==> src/clu_pkg.sv <==
// Package for the character LCD interface sequencer: codes, control word
// layout, row base table and the microcode program. No dependencies.
package clu_pkg;

    localparam int PC_W = 7;

    localparam logic [2:0] MODE_INIT    = 3'd0;
    localparam logic [2:0] MODE_INSTR   = 3'd1;
    localparam logic [2:0] MODE_DATA    = 3'd2;
    localparam logic [2:0] MODE_CURSOR  = 3'd3;
    localparam logic [2:0] MODE_BLIGHT  = 3'd4;

    localparam logic [1:0] BUS_GPIO8    = 2'd0;
    localparam logic [1:0] BUS_I2C      = 2'd2;

    localparam logic [5:0] DLY_POWERUP_MS = 6'd50;
    localparam logic [7:0] CURSOR_CMD     = 8'h80;

    localparam logic [PC_W-1:0] UA_INIT   = 7'd0;
    localparam logic [PC_W-1:0] UA_B30A   = 7'd1;
    localparam logic [PC_W-1:0] UA_B30B   = 7'd7;
    localparam logic [PC_W-1:0] UA_B30C   = 7'd13;
    localparam logic [PC_W-1:0] UA_BRANCH = 7'd19;
    localparam logic [PC_W-1:0] UA_B20    = 7'd20;
    localparam logic [PC_W-1:0] UA_B28    = 7'd26;
    localparam logic [PC_W-1:0] UA_B38    = 7'd32;
    localparam logic [PC_W-1:0] UA_B08    = 7'd38;
    localparam logic [PC_W-1:0] UA_B01    = 7'd44;
    localparam logic [PC_W-1:0] UA_B06    = 7'd50;
    localparam logic [PC_W-1:0] UA_B0C    = 7'd56;
    localparam logic [PC_W-1:0] UA_INSTR  = 7'd62;
    localparam logic [PC_W-1:0] UA_DATA   = 7'd68;
    localparam logic [PC_W-1:0] UA_CURSOR = 7'd74;
    localparam logic [PC_W-1:0] UA_BLIGHT = 7'd80;

    typedef enum logic [1:0] {PIN_KEEP, PIN_SETUP, PIN_EN_HI, PIN_EN_LO} pin_op_t;
    typedef enum logic [1:0] {SRC_CONST, SRC_INPUT, SRC_CURSOR} src_t;
    typedef enum logic [2:0] {DLY_ZERO, DLY_ONE, DLY_INIT, DLY_FINAL, DLY_HALF} dly_t;
    typedef enum logic [1:0] {JMP_NONE, JMP_HALF, JMP_EIGHT, JMP_ALWAYS} jmp_t;
    typedef enum logic {SEQ_IDLE, SEQ_RUN} seq_state_t;

    typedef struct packed {
        logic            emit;
        pin_op_t         pin_op;
        logic            nib_lo;
        logic            rs;
        src_t            src;
        logic [7:0]      konst;
        logic [2:0]      extra;
        dly_t            dly;
        logic            set_bl;
        logic            clr_ready;
        logic            set_ready;
        jmp_t            jmp;
        logic [PC_W-1:0] target;
        logic            done;
    } uword_t;

    typedef struct packed {
        logic       fire;
        logic       emit;
        pin_op_t    pin_op;
        logic [3:0] nib;
        logic       rs;
        logic       set_bl;
        logic       load_low;
        logic [3:0] low_val;
        logic [5:0] delay;
        logic       last;
    } dp_ctl_t;

    function automatic logic [7:0] row_base(logic [1:0] row);
        logic [7:0] b;
        case (row)
            2'd0:    b = 8'd0;
            2'd1:    b = 8'd64;
            2'd2:    b = 8'd20;
            2'd3:    b = 8'd84;
            default: b = 8'd0;
        endcase
        return b;
    endfunction

    // One byte transfer: high nibble pulse, then the low nibble pulse that the
    // half-byte jump skips when nibble mode is not active.
    function automatic uword_t byte_word(logic [2:0] ofs, src_t src, logic [7:0] konst,
                                         logic rs, logic [2:0] extra,
                                         logic [PC_W-1:0] nxt, logic done,
                                         logic set_rdy, logic jump_out);
        uword_t w;
        w        = '0;
        w.emit   = 1'b1;
        w.src    = src;
        w.konst  = konst;
        w.rs     = rs;
        w.extra  = extra;
        w.target = nxt;
        case (ofs)
            3'd0: begin
                w.pin_op = PIN_SETUP;
                w.dly    = DLY_ZERO;
            end
            3'd1: begin
                w.pin_op = PIN_EN_HI;
                w.dly    = DLY_ONE;
            end
            3'd2: begin
                w.pin_op    = PIN_EN_LO;
                w.dly       = DLY_HALF;
                w.jmp       = JMP_HALF;
                w.done      = done;
                w.set_ready = set_rdy;
            end
            3'd3: begin
                w.pin_op = PIN_SETUP;
                w.nib_lo = 1'b1;
                w.dly    = DLY_ZERO;
            end
            3'd4: begin
                w.pin_op = PIN_EN_HI;
                w.dly    = DLY_ONE;
            end
            3'd5: begin
                w.pin_op = PIN_EN_LO;
                w.dly    = DLY_FINAL;
                w.done   = done;
                w.jmp    = jump_out ? JMP_ALWAYS : JMP_NONE;
            end
            default: begin
                w      = '0;
                w.done = 1'b1;
            end
        endcase
        return w;
    endfunction

    function automatic uword_t ucode_word(logic [PC_W-1:0] pc);
        uword_t w;
        w = '0;
        case (pc) inside
            UA_INIT: begin
                w.emit      = 1'b1;
                w.pin_op    = PIN_KEEP;
                w.dly       = DLY_INIT;
                w.set_bl    = 1'b1;
                w.clr_ready = 1'b1;
            end
            [UA_B30A:UA_B30A+7'd5]:
                w = byte_word(3'(pc - UA_B30A), SRC_CONST, 8'h30, 1'b0, 3'd5,
                              UA_B30B, 1'b0, 1'b0, 1'b0);
            [UA_B30B:UA_B30B+7'd5]:
                w = byte_word(3'(pc - UA_B30B), SRC_CONST, 8'h30, 1'b0, 3'd1,
                              UA_B30C, 1'b0, 1'b0, 1'b0);
            [UA_B30C:UA_B30C+7'd5]:
                w = byte_word(3'(pc - UA_B30C), SRC_CONST, 8'h30, 1'b0, 3'd1,
                              UA_BRANCH, 1'b0, 1'b0, 1'b0);
            UA_BRANCH: begin
                w.jmp    = JMP_EIGHT;
                w.target = UA_B38;
            end
            [UA_B20:UA_B20+7'd5]:
                w = byte_word(3'(pc - UA_B20), SRC_CONST, 8'h20, 1'b0, 3'd1,
                              UA_B28, 1'b0, 1'b1, 1'b0);
            [UA_B28:UA_B28+7'd5]:
                w = byte_word(3'(pc - UA_B28), SRC_CONST, 8'h28, 1'b0, 3'd1,
                              UA_B08, 1'b0, 1'b0, 1'b1);
            [UA_B38:UA_B38+7'd5]:
                w = byte_word(3'(pc - UA_B38), SRC_CONST, 8'h38, 1'b0, 3'd1,
                              UA_B08, 1'b0, 1'b0, 1'b0);
            [UA_B08:UA_B08+7'd5]:
                w = byte_word(3'(pc - UA_B08), SRC_CONST, 8'h08, 1'b0, 3'd1,
                              UA_B01, 1'b0, 1'b0, 1'b0);
            [UA_B01:UA_B01+7'd5]:
                w = byte_word(3'(pc - UA_B01), SRC_CONST, 8'h01, 1'b0, 3'd1,
                              UA_B06, 1'b0, 1'b0, 1'b0);
            [UA_B06:UA_B06+7'd5]:
                w = byte_word(3'(pc - UA_B06), SRC_CONST, 8'h06, 1'b0, 3'd1,
                              UA_B0C, 1'b0, 1'b0, 1'b0);
            [UA_B0C:UA_B0C+7'd5]:
                w = byte_word(3'(pc - UA_B0C), SRC_CONST, 8'h0C, 1'b0, 3'd1,
                              UA_INIT, 1'b1, 1'b0, 1'b0);
            [UA_INSTR:UA_INSTR+7'd5]:
                w = byte_word(3'(pc - UA_INSTR), SRC_INPUT, 8'h00, 1'b0, 3'd0,
                              UA_INIT, 1'b1, 1'b0, 1'b0);
            [UA_DATA:UA_DATA+7'd5]:
                w = byte_word(3'(pc - UA_DATA), SRC_INPUT, 8'h00, 1'b1, 3'd0,
                              UA_INIT, 1'b1, 1'b0, 1'b0);
            [UA_CURSOR:UA_CURSOR+7'd5]:
                w = byte_word(3'(pc - UA_CURSOR), SRC_CURSOR, 8'h00, 1'b0, 3'd1,
                              UA_INIT, 1'b1, 1'b0, 1'b0);
            UA_BLIGHT: begin
                w.emit   = 1'b1;
                w.pin_op = PIN_KEEP;
                w.dly    = DLY_ZERO;
                w.set_bl = 1'b1;
                w.done   = 1'b1;
            end
            default: w.done = 1'b1;
        endcase
        return w;
    endfunction

endpackage

==> src/char_lcd_interface_sequencer_core.sv <==
// Top level of the character LCD interface sequencer: wiring register,
// sequencer and datapath. Depends on clu_pkg, clu_seq, clu_dp.
//
// Commands enter on the s_ channel (mode, byte_value, column, row); each
// accepted beat becomes a run of pin snapshots on the m_ channel, each with
// the wait in ms to hold it, m_last marking the final beat of the command.
// Init gives 43 beats (25 in eight-bit GPIO wiring), a byte 3 or 6, a cursor
// move 3 or 6, backlight refresh 1; unused mode codes give none.
// A command is taken only when the sequencer is idle. The first beat is
// registered from the first microcode step after acceptance; then one beat
// per cycle from a microcode step counter while the receiver keeps up, and
// init adds a non-emitting step for the wiring branch.
// The output register decouples the sides: a stalled receiver holds the
// sequencer on its next emitting step, and the next command can be accepted
// while the final beat still waits.
// Wiring is set by cfg_wr_en/cfg_wr_data (0 eight-bit GPIO, 1 four-bit GPIO,
// 2 or 3 I2C expander); the user must write it only while idle (unenforced).
// Reset selects I2C wiring, clears pin and low data latches and nibble mode.
module char_lcd_interface_sequencer_core (
    input  logic       aclk,
    input  logic       aresetn,
    input  logic       cfg_wr_en,
    input  logic [1:0] cfg_wr_data,
    input  logic       s_valid,
    output logic       s_ready,
    input  logic [2:0] s_mode,
    input  logic [7:0] s_byte_value,
    input  logic [5:0] s_column,
    input  logic [1:0] s_row,
    output logic       m_valid,
    input  logic       m_ready,
    output logic [7:0] m_bus_byte,
    output logic [3:0] m_low_data,
    output logic [5:0] m_delay_ms,
    output logic       m_last
);

    logic [1:0]       bus_kind_reg;
    logic             out_free;
    clu_pkg::dp_ctl_t ctl;

    always_ff @(posedge aclk) begin
        if (!aresetn) begin
            bus_kind_reg <= clu_pkg::BUS_I2C;
        end else if (cfg_wr_en) begin
            bus_kind_reg <= cfg_wr_data;
        end
    end

    clu_seq u_seq (
        .aclk         (aclk),
        .aresetn      (aresetn),
        .s_valid      (s_valid),
        .s_ready      (s_ready),
        .s_mode       (s_mode),
        .s_byte_value (s_byte_value),
        .s_column     (s_column),
        .s_row        (s_row),
        .bus_kind     (bus_kind_reg),
        .out_free     (out_free),
        .ctl          (ctl)
    );

    clu_dp u_dp (
        .aclk       (aclk),
        .aresetn    (aresetn),
        .ctl        (ctl),
        .bus_kind   (bus_kind_reg),
        .out_free   (out_free),
        .m_valid    (m_valid),
        .m_ready    (m_ready),
        .m_bus_byte (m_bus_byte),
        .m_low_data (m_low_data),
        .m_delay_ms (m_delay_ms),
        .m_last     (m_last)
    );

    // An emitting step must never overwrite a beat still waiting.
    a_no_overwrite: assert property (@(posedge aclk) disable iff (!aresetn)
        ctl.fire && ctl.emit |-> !m_valid || m_ready)
        else $error("beat register overwritten");

    // Enable-high snapshots hold exactly one millisecond.
    a_en_delay: assert property (@(posedge aclk) disable iff (!aresetn)
        m_valid && m_bus_byte[2] |-> m_delay_ms == 6'd1)
        else $error("enable pulse width wrong");

    // A command never ends with enable still high.
    a_last_en_low: assert property (@(posedge aclk) disable iff (!aresetn)
        m_valid && m_last |-> !m_bus_byte[2])
        else $error("command ended with enable high");

    // Unused mode codes leave the block idle.
    a_unused_mode: assert property (@(posedge aclk) disable iff (!aresetn)
        s_valid && s_ready && (s_mode > clu_pkg::MODE_BLIGHT)
        |=> s_ready)
        else $error("unused mode started a run");

endmodule

==> src/clu_seq.sv <==
// Microcode sequencer: command capture, step counter, control store lookup,
// conditional jumps and nibble-mode flag. Depends on clu_pkg.
module clu_seq (
    input  logic                  aclk,
    input  logic                  aresetn,
    input  logic                  s_valid,
    output logic                  s_ready,
    input  logic [2:0]            s_mode,
    input  logic [7:0]            s_byte_value,
    input  logic [5:0]            s_column,
    input  logic [1:0]            s_row,
    input  logic [1:0]            bus_kind,
    input  logic                  out_free,
    output clu_pkg::dp_ctl_t      ctl
);

    clu_pkg::seq_state_t         state_reg, state_next;
    logic [clu_pkg::PC_W-1:0]    pc_reg, pc_next;
    logic                        ready_reg, ready_next;
    logic [7:0]                  byte_reg;
    logic [5:0]                  column_reg;
    logic [1:0]                  row_reg;
    clu_pkg::uword_t             w;
    logic                        eight_bit;
    logic                        nib_active;
    logic                        skip;
    logic                        finish;
    logic                        go;
    logic [7:0]                  byte_cur;
    logic [7:0]                  cursor_byte;
    logic [5:0]                  final_dly;

    assign w           = clu_pkg::ucode_word(pc_reg);
    assign eight_bit   = (bus_kind == clu_pkg::BUS_GPIO8);
    assign nib_active  = !eight_bit && ready_reg;
    assign cursor_byte = clu_pkg::CURSOR_CMD | (clu_pkg::row_base(row_reg) + {2'b00, column_reg});
    assign skip        = (w.jmp == clu_pkg::JMP_HALF) && !nib_active;
    assign finish      = w.done && ((w.jmp != clu_pkg::JMP_HALF) || skip);
    assign go          = (state_reg == clu_pkg::SEQ_RUN) && (!w.emit || out_free);
    assign final_dly   = 6'd1 + {3'b000, w.extra};
    assign s_ready     = (state_reg == clu_pkg::SEQ_IDLE);

    always_comb begin
        case (w.src)
            clu_pkg::SRC_INPUT:  byte_cur = byte_reg;
            clu_pkg::SRC_CURSOR: byte_cur = cursor_byte;
            default:             byte_cur = w.konst;
        endcase
    end

    always_comb begin
        ctl.fire     = go;
        ctl.emit     = w.emit;
        ctl.pin_op   = w.pin_op;
        ctl.nib      = w.nib_lo ? byte_cur[3:0] : byte_cur[7:4];
        ctl.rs       = w.rs;
        ctl.set_bl   = w.set_bl;
        ctl.load_low = (w.pin_op == clu_pkg::PIN_SETUP) && !w.nib_lo && eight_bit;
        ctl.low_val  = byte_cur[3:0];
        ctl.last     = finish;
        case (w.dly)
            clu_pkg::DLY_ONE:   ctl.delay = 6'd1;
            clu_pkg::DLY_INIT:  ctl.delay = clu_pkg::DLY_POWERUP_MS;
            clu_pkg::DLY_FINAL: ctl.delay = final_dly;
            clu_pkg::DLY_HALF:  ctl.delay = nib_active ? 6'd1 : final_dly;
            default:            ctl.delay = 6'd0;
        endcase
    end

    always_comb begin
        state_next = state_reg;
        pc_next    = pc_reg;
        ready_next = ready_reg;
        case (state_reg)
            clu_pkg::SEQ_IDLE: begin
                if (s_valid) begin
                    state_next = clu_pkg::SEQ_RUN;
                    case (s_mode)
                        clu_pkg::MODE_INIT:   pc_next = clu_pkg::UA_INIT;
                        clu_pkg::MODE_INSTR:  pc_next = clu_pkg::UA_INSTR;
                        clu_pkg::MODE_DATA:   pc_next = clu_pkg::UA_DATA;
                        clu_pkg::MODE_CURSOR: pc_next = clu_pkg::UA_CURSOR;
                        clu_pkg::MODE_BLIGHT: pc_next = clu_pkg::UA_BLIGHT;
                        default:              state_next = clu_pkg::SEQ_IDLE;
                    endcase
                end
            end
            clu_pkg::SEQ_RUN: begin
                if (go) begin
                    if (w.clr_ready) begin
                        ready_next = 1'b0;
                    end else if (w.set_ready) begin
                        ready_next = 1'b1;
                    end
                    if (finish) begin
                        state_next = clu_pkg::SEQ_IDLE;
                    end else if (skip || (w.jmp == clu_pkg::JMP_ALWAYS)
                                 || ((w.jmp == clu_pkg::JMP_EIGHT) && eight_bit)) begin
                        pc_next = w.target;
                    end else begin
                        pc_next = pc_reg + 7'd1;
                    end
                end
            end
            default: state_next = clu_pkg::SEQ_IDLE;
        endcase
    end

    always_ff @(posedge aclk) begin
        if (!aresetn) begin
            state_reg <= clu_pkg::SEQ_IDLE;
            pc_reg    <= clu_pkg::UA_INIT;
            ready_reg <= 1'b0;
        end else begin
            state_reg <= state_next;
            pc_reg    <= pc_next;
            ready_reg <= ready_next;
        end
    end

    always_ff @(posedge aclk) begin
        if (s_valid && s_ready) begin
            byte_reg   <= s_byte_value;
            column_reg <= s_column;
            row_reg    <= s_row;
        end
    end

endmodule

==> src/clu_dp.sv <==
// Datapath: pin latch, low data latch and the output beat register driven
// by the sequencer's control word. Depends on clu_pkg.
module clu_dp (
    input  logic              aclk,
    input  logic              aresetn,
    input  clu_pkg::dp_ctl_t  ctl,
    input  logic [1:0]        bus_kind,
    output logic              out_free,
    output logic              m_valid,
    input  logic              m_ready,
    output logic [7:0]        m_bus_byte,
    output logic [3:0]        m_low_data,
    output logic [5:0]        m_delay_ms,
    output logic              m_last
);

    logic [7:0] pin_reg, pin_next, pin_op_val;
    logic [3:0] low_reg, low_next;
    logic       valid_reg;
    logic [7:0] bus_byte_reg;
    logic [3:0] low_data_reg;
    logic [5:0] delay_reg;
    logic       last_reg;
    logic       eight_bit;
    logic       i2c;

    assign eight_bit = (bus_kind == clu_pkg::BUS_GPIO8);
    assign i2c       = bus_kind[1];
    assign out_free  = !valid_reg || m_ready;

    always_comb begin
        case (ctl.pin_op)
            clu_pkg::PIN_SETUP: pin_op_val = {ctl.nib, pin_reg[3], 2'b00, ctl.rs};
            clu_pkg::PIN_EN_HI: pin_op_val = pin_reg | 8'h04;
            clu_pkg::PIN_EN_LO: pin_op_val = pin_reg & 8'hFB;
            default:            pin_op_val = pin_reg;
        endcase
        pin_next = (ctl.set_bl && i2c) ? (pin_op_val | 8'h08) : pin_op_val;
        low_next = ctl.load_low ? ctl.low_val : low_reg;
    end

    always_ff @(posedge aclk) begin
        if (!aresetn) begin
            pin_reg   <= 8'd0;
            low_reg   <= 4'd0;
            valid_reg <= 1'b0;
        end else begin
            if (ctl.fire) begin
                pin_reg <= pin_next;
                low_reg <= low_next;
            end
            if (ctl.fire && ctl.emit) begin
                valid_reg <= 1'b1;
            end else if (m_ready) begin
                valid_reg <= 1'b0;
            end
        end
    end

    always_ff @(posedge aclk) begin
        if (ctl.fire && ctl.emit) begin
            bus_byte_reg <= pin_next;
            low_data_reg <= eight_bit ? low_next : 4'd0;
            delay_reg    <= ctl.delay;
            last_reg     <= ctl.last;
        end
    end

    assign m_valid    = valid_reg;
    assign m_bus_byte = bus_byte_reg;
    assign m_low_data = low_data_reg;
    assign m_delay_ms = delay_reg;
    assign m_last     = last_reg;

endmodule
==> config.mk <==
export PLATFORM = sky130hd
export DESIGN_NAME = char_lcd_interface_sequencer_core
export DESIGN_NICKNAME = d
export VERILOG_FILES = /design/src/clu_pkg.sv /design/src/char_lcd_interface_sequencer_core.sv /design/src/clu_seq.sv /design/src/clu_dp.sv
export SDC_FILE = /design/constraint.sdc
export NUM_CORES = 1
export LEC_CHECK = 0
export BUFFER_PORTS_ARGS = -buffer_cell sky130_fd_sc_hd__buf_2
export CELL_PAD_IN_SITES_DETAIL_PLACEMENT = 1
export CELL_PAD_IN_SITES_GLOBAL_PLACEMENT = 2
export CORE_AREA = 2 2 116 141
export DETAILED_ROUTE_END_ITERATION = 8
export DIE_AREA = 0 0 118 143
export PLACE_DENSITY_LB_ADDON = 0.2
export SKIP_CTS_REPAIR_TIMING = 1
export SYNTH_ARGS = -nofsm -noshare
export SYNTH_HDL_FRONTEND = slang
export SYNTH_SLANG_ARGS = --single-unit
export TNS_END_PERCENT = 5
==> constraint.sdc <==
create_clock -name aclk -period 5.69 [get_ports aclk]
set_clock_uncertainty 0.1 [all_clocks]
set_input_delay 0.2845 -clock aclk [delete_from_list [all_inputs] [get_ports aclk]]
set_output_delay 0.2845 -clock aclk [all_outputs]
set_load 0.03 [all_outputs]
==> results of run 1 <==
cells by family after synthesis:
kind of cell	count (synthesis)	synth area share, %
other cells	1	0.0667
mux	18	3.49
flops	57	26.2
simple gates	230	22.6
compound gates	266	35.2
buf+inv	65	6.03
xor+xnor	10	1.56
fa+ha+maj	22	4.90
stage by stage:
step                      setup slack, ps  std cells  hold slack, ps
after global routing                 93.3        919            23.7
after detailed placement              197        903             335
after floorplan                      1650        669             283
after global placement                125        903             322
after CTS                             194        919            25.1
final                                 399        919            34.0
per-layer routing:
metal  track usage (%)  routed length [µm]  vias to the layer above
met5                 0                   0                        -
met4              20.0                1750                        0
met3              3.08                1310                       94
met2              51.7               12100                      263
met1              34.1                9430                     2964
li1                  -                   -                     2677
cells in the mapped netlist (8+ instances only):
cell type / instances / area share (%)
a211oi_1: 14 / 1.9
a21o_1: 12 / 1.6
a21oi_1: 58 / 5.2
a221o_1: 8 / 1.4
a221oi_1: 10 / 1.6
a31oi_1: 12 / 1.3
and2_1: 14 / 1.6
buf_2: 13 / 1.2
buf_6: 8 / 1.6
clkbuf_1: 23 / 1.5
dfxtp_1: 24 / 8.5
edfxtp_1: 33 / 18
ha_1: 22 / 4.9
inv_1: 15 / 1.0
mux2i_1: 8 / 1.4
nand2_1: 63 / 4.2
nand2b_1: 9 / 1.0
nand3_1: 24 / 2.1
nor2_1: 36 / 2.4
nor2b_1: 13 / 1.4
nor3_1: 18 / 1.6
o211ai_1: 9 / 1.2
o21ai_0: 35 / 3.1
o21ai_1: 9 / 0.80
o31ai_1: 8 / 1.1
or3_1: 8 / 0.89
xnor2_1: 9 / 1.4
worst max-delay path, delay by kind of cell (launching register included):
kind	cells	cell delay, ps
fa+ha+maj	2	1150
flops	1	470
compound gates	4	1400
mux	2	670
simple gates	3	930
buf+inv	1	310
layout make-up:
class,count,area (µm²),share of cell area [%]
multi-input combinational,547,3820,59.8
tap,208,260,4.08
clock inverter,5,58.8,0.922
sequential,57,1470,23.1
inverter,16,60.1,0.941
timing repair buffer,75,450,7.06
clock buffer,11,264,4.14
layout by cell type, fill, tap and decap left out, types with 5 or more instances in the layout:
cell / Yosys / final
a211oi_1: 14 / 14
a21o_1: 12 / 12
a21oi_1: 58 / 58
a221o_1: 8 / 8
a221oi_1: 10 / 10
a311oi_1: 5 / 5
a31oi_1: 12 / 12
and2_1: 14 / 14
and3_1: 6 / 6
buf_2: 13 / 45
buf_4: 5 / 30
clkbuf_16: 0 / 10
dfxtp_1: 24 / 24
edfxtp_1: 33 / 33
ha_1: 22 / 22
inv_1: 15 / 15
mux2_2: 5 / 5
mux2i_1: 8 / 8
nand2_1: 63 / 63
nand2b_1: 9 / 9
nand3_1: 24 / 24
nand4_1: 6 / 6
nor2_1: 36 / 36
nor2b_1: 13 / 13
nor3_1: 18 / 18
nor4_1: 6 / 5
o211ai_1: 9 / 9
o21a_1: 5 / 5
o21ai_0: 35 / 35
o21ai_1: 9 / 9
o22ai_1: 6 / 6
o311a_1: 5 / 5
o31ai_1: 8 / 8
or3_1: 8 / 8
xnor2_1: 9 / 9
worst paths after layout:
| path | slack (ps) | startpoint | to | cells after the start |
|---|---|---|---|---|
| max | 400 | u_seq.pc_reg[1] | u_dp.m_bus_byte[7] | 12 |
| min | 30 | s_column[3] | u_seq.column_reg[3] | 1 |
| max reg2reg | 400 | u_seq.pc_reg[1] | u_dp.m_bus_byte[7] | 12 |
| min reg2reg | 340 | u_dp.pin_reg[1] | u_dp.pin_reg[1] | 2 |
==> reports/qor.csv, run 1 <==
stage,metric,value,unit
outcome,status,"complete, no violations",
routing,wl_per_cell,26.8,µm
run,cap_violations,0,
cts,cts_tree,built,
setup_path,critPathCaptureType,flip-flop,
routing,routed_via_density,6.53,
cts,insertion_delay,330,ps
layout,utilization,41.3,%
routing,drc_errors,0,
layout,diodes,0,
setup_path,setup.worst_path.start_class,flip-flop,
setup_path,critical_path_arrival,5260,ps
layout,final_area,6380,µm²
routing,vias,5998,
timing,slew-limit-headroom,35.5,%
floorplan,core,15500,µm²
synth,synth_edf_count,33,
cts,cts_buffers,9,
synth,synth.cell_area,5620,µm²
synth,postSynthCellCount,669,
routing,drt_iter0_drc,511,
global_route,overflow,0,
layout,drive_gt1_share,19.4,%
synth,synth_cell_types,100,
placed_design,io_buffers,45,
routing,drt_pre_antenna_iters,5,
setup_path,crit_path_max_incr_delay,740,ps
cts,root_buffer,clkbuf_16,
floorplan,start_util,36.4,%
timing,final-hold-violation-count,0,
timing,worstMarginPinSlew,958,ps
setup_path,crit_top_cell,ha_1,
timing,min_period,5290,ps
cts,cts_buffer_depth,2,
setup_path,path_cells,inv_1 > ha_1 > nand2b_1 > a31oi_2 > nand2_1 > nor2_1 > o21a_1 > ha_1 > a221oi_1 > a21oi_1 > mux2_1 > mux2_2,
layout,fin_nets,754,
synth,ys_ff_latch,57,
global_route,antenna_found_initial,0,
floorplan,ios,47,
setup_path,crit_path_max_fanout,20,
placed_design,hpwl,19.5,mm
placed_design,place_area,6050,µm²
layout,fillers,1872,
setup_path,crit_type,flip-flop to flip-flop,
timing,finalSetupViolations,0,
setup_path,cp.required,5660,ps
timing,period_share,93.0,%
timing,slew_violations,0,
synth,synth.avg_cell_area,8.40,µm²
synth,async_flop_share,0,%
floorplan,rows,50,
setup_path,slowest_stage,ha_1,
synth,syn_nets,717,
min_path,hp-class,input pin to flip-flop,
timing,setup_tns,0,ps
floorplan,die_h,143,µm
global_route,grtUsageTotal,29.5,%
floorplan,dieWidth,118,µm
timing,rsz0062_at_grt,false,
global_route,grt_max_degree,32,
synth,ys_warn_count,0,
cts,h-tree-depth,3,
synth,ys.flop_type,edfxtp_1,
routing,ant_nets,0,
synth,ys_seq_area_share,26.2,%
routing,wl,24.6,mm
floorplan,dieArea,16900,µm²
placed_design,place_congestion,1.02,
layout,area_growth,13.5,%
timing,fmax,0.189,GHz
cts,path_clk_slew,50,ps
global_route,grt_pass1_wl,37.7,mm
global_route,grt_pass1_vias,6157,
cts,cts.sinks,57,
Power of run 1 is not shown: default switching activity piles up to over one toggle a cycle in this logic, so the estimate is an artifact.
==> inputs of run 2 (changes only) <==
Settings changed: CELL_PAD_IN_SITES_DETAIL_PLACEMENT 1 to 0, CELL_PAD_IN_SITES_GLOBAL_PLACEMENT 2 to 1, CORE_AREA 2 2 116 141 to 2 2 103 125, DIE_AREA 0 0 118 143 to 0 0 105 127.
==> reports/qor.csv, run 2 (synthesis results as in run 1) <==
stage,metric,value,unit
global_route,grtUsageTotal,32.5,%
min_path,hp-class,input pin to flip-flop,
placed_design,hpwl,16.8,mm
global_route,antenna_found_initial,0,
setup_path,slowest_stage,dfxtp_1,
routing,wl_met2,10.7,mm
setup_path,critical_path_arrival,5230,ps
timing,setup_tns,0,ps
timing,finalSetupViolations,0,
layout,multi_input_area,3810,µm²
timing,fmax,0.190,GHz
setup_path,worstReg2RegStart,u_seq.pc_reg[0],
layout,area_growth,11.0,%
routing,wl_per_cell,25.4,µm
routing,top_layer,met4,
setup_path,crit_path_max_fanout,23,
setup_path,crit_type,flip-flop to flip-flop,
cts,path_clk_slew,50,ps
floorplan,dieArea,13300,µm²
placed_design,place_area,5910,µm²
global_route,grt_max_degree,32,
placed_design,io_buffers,45,
floorplan,die_h,127,µm
routing,drt_iter0_drc,667,
routing,routed_via_density,6.84,
timing,fin_ws,435,ps
global_route,grt_pass1_wl,33.1,mm
global_route,grt_pass1_vias,5627,
cts,insertion_delay,330,ps
layout,final_common_cell,nand2_1,
timing,min_period,5260,ps
routing,wl,21.9,mm
outcome,status,"complete, no violations",
setup_path,path_cells,inv_1 > ha_1 > ha_1 > or2_1 > nor4_1 > nor2_1 > o21a_1 > ha_1 > a221oi_1 > a21oi_1 > mux2_1 > mux2_2,
layout,seq_area,1470,µm²
run,cap_violations,0,
timing,slew_violations,0,
routing,wl_met3,1.82,mm
setup_path,path_buf_inv,1,
timing,final-hold-violation-count,0,
floorplan,dieWidth,105,µm
timing,slew-limit-headroom,33.2,%
floorplan,rows,44,
layout,diodes,0,
cts,h-tree-depth,3,
placed_design,place_congestion,1.08,
timing,worstMarginPinSlew,993,ps
timing,period_share,92.4,%
setup_path,setup.worst_path.start_class,flip-flop,
layout,fin_nets,743,
floorplan,core,12000,µm²
cts,root_buffer,clkbuf_16,
setup_path,critPathCaptureType,flip-flop,
layout,layout.cells.most_common_list,"63 x nand2_1, 58 x a21oi_1, 45 x buf_2",
timing,rsz0062_at_grt,false,
layout,final_area,6240,µm²
setup_path,cp.required,5660,ps
floorplan,start_util,46.8,%
routing,drc_errors,0,
setup_path,cp_top_family,adder cells,
routing,wl_met1,8.01,mm
setup_path,crit_top_cell,ha_1,
placed_design,dpl_worst_slack,649,ps
layout,drive_gt1_share,17.9,%
cts,cts_buffer_depth,2,
routing,vias,5886,
routing,ant_nets,0,
cts,cts.sinks,57,
setup_path,crit_path_max_incr_delay,880,ps
layout,fillers,1232,
cts,cts_buffers,9,
cts,cts_tree,built,
setup_path,startpoint,u_seq.pc_reg[0],
floorplan,ios,47,
global_route,overflow,0,
routing,drt_pre_antenna_iters,5,
min_path,min_from,s_column[4],
run 2: cell types whose count changed in the layout (fill, tap and decap cells not counted), sizes merged:
| cell | delta |
|---|---|
| buf | -11 |
| clkinvlp | -2 |
| bufinv | +1 |
| clkbuf | +1 |
run 2: final cells by class:
cell class,instances,area share (%)
Clock buffer,12,4.11
Clock inverter,4,1.18
Inverter,16,0.962
Multi-Input combinational cell,547,61.0
Sequential cell,57,23.6
Tap cell,161,3.23
Timing Repair Buffer,64,5.89
run 2: path summary, 6_finish.rpt:
kind	cells after the start	slack (ps)	end
setup / recovery	12	430	u_dp.m_bus_byte[7]
hold / removal	1	40	u_seq.column_reg[4]
setup reg to reg	12	430	u_dp.m_bus_byte[7]
hold reg to reg	2	340	u_dp.pin_reg[1]
run 2: metrics by stage:
step / hold slack [ps] / cells / util [%]
floorplan: 283 / 669 / -
global placement: 328 / 845 / 49.2
detailed placement: 329 / 845 / 49.2
CTS: 27.0 / 861 / 52.0
global route: 30.4 / 861 / 52.0
finish: 37.0 / 861 / 52.0
run 2: routing by layer:
| metal | vias to the layer above | track usage, % |
|---|---|---|
| li1 | 2665 | - |
| met1 | 2769 | 38.0 |
| met2 | 359 | 56.8 |
| met3 | 93 | 4.49 |
| met4 | 0 | 18.8 |
| met5 | - | 0 |
Power of run 2 is left out for the same reason.
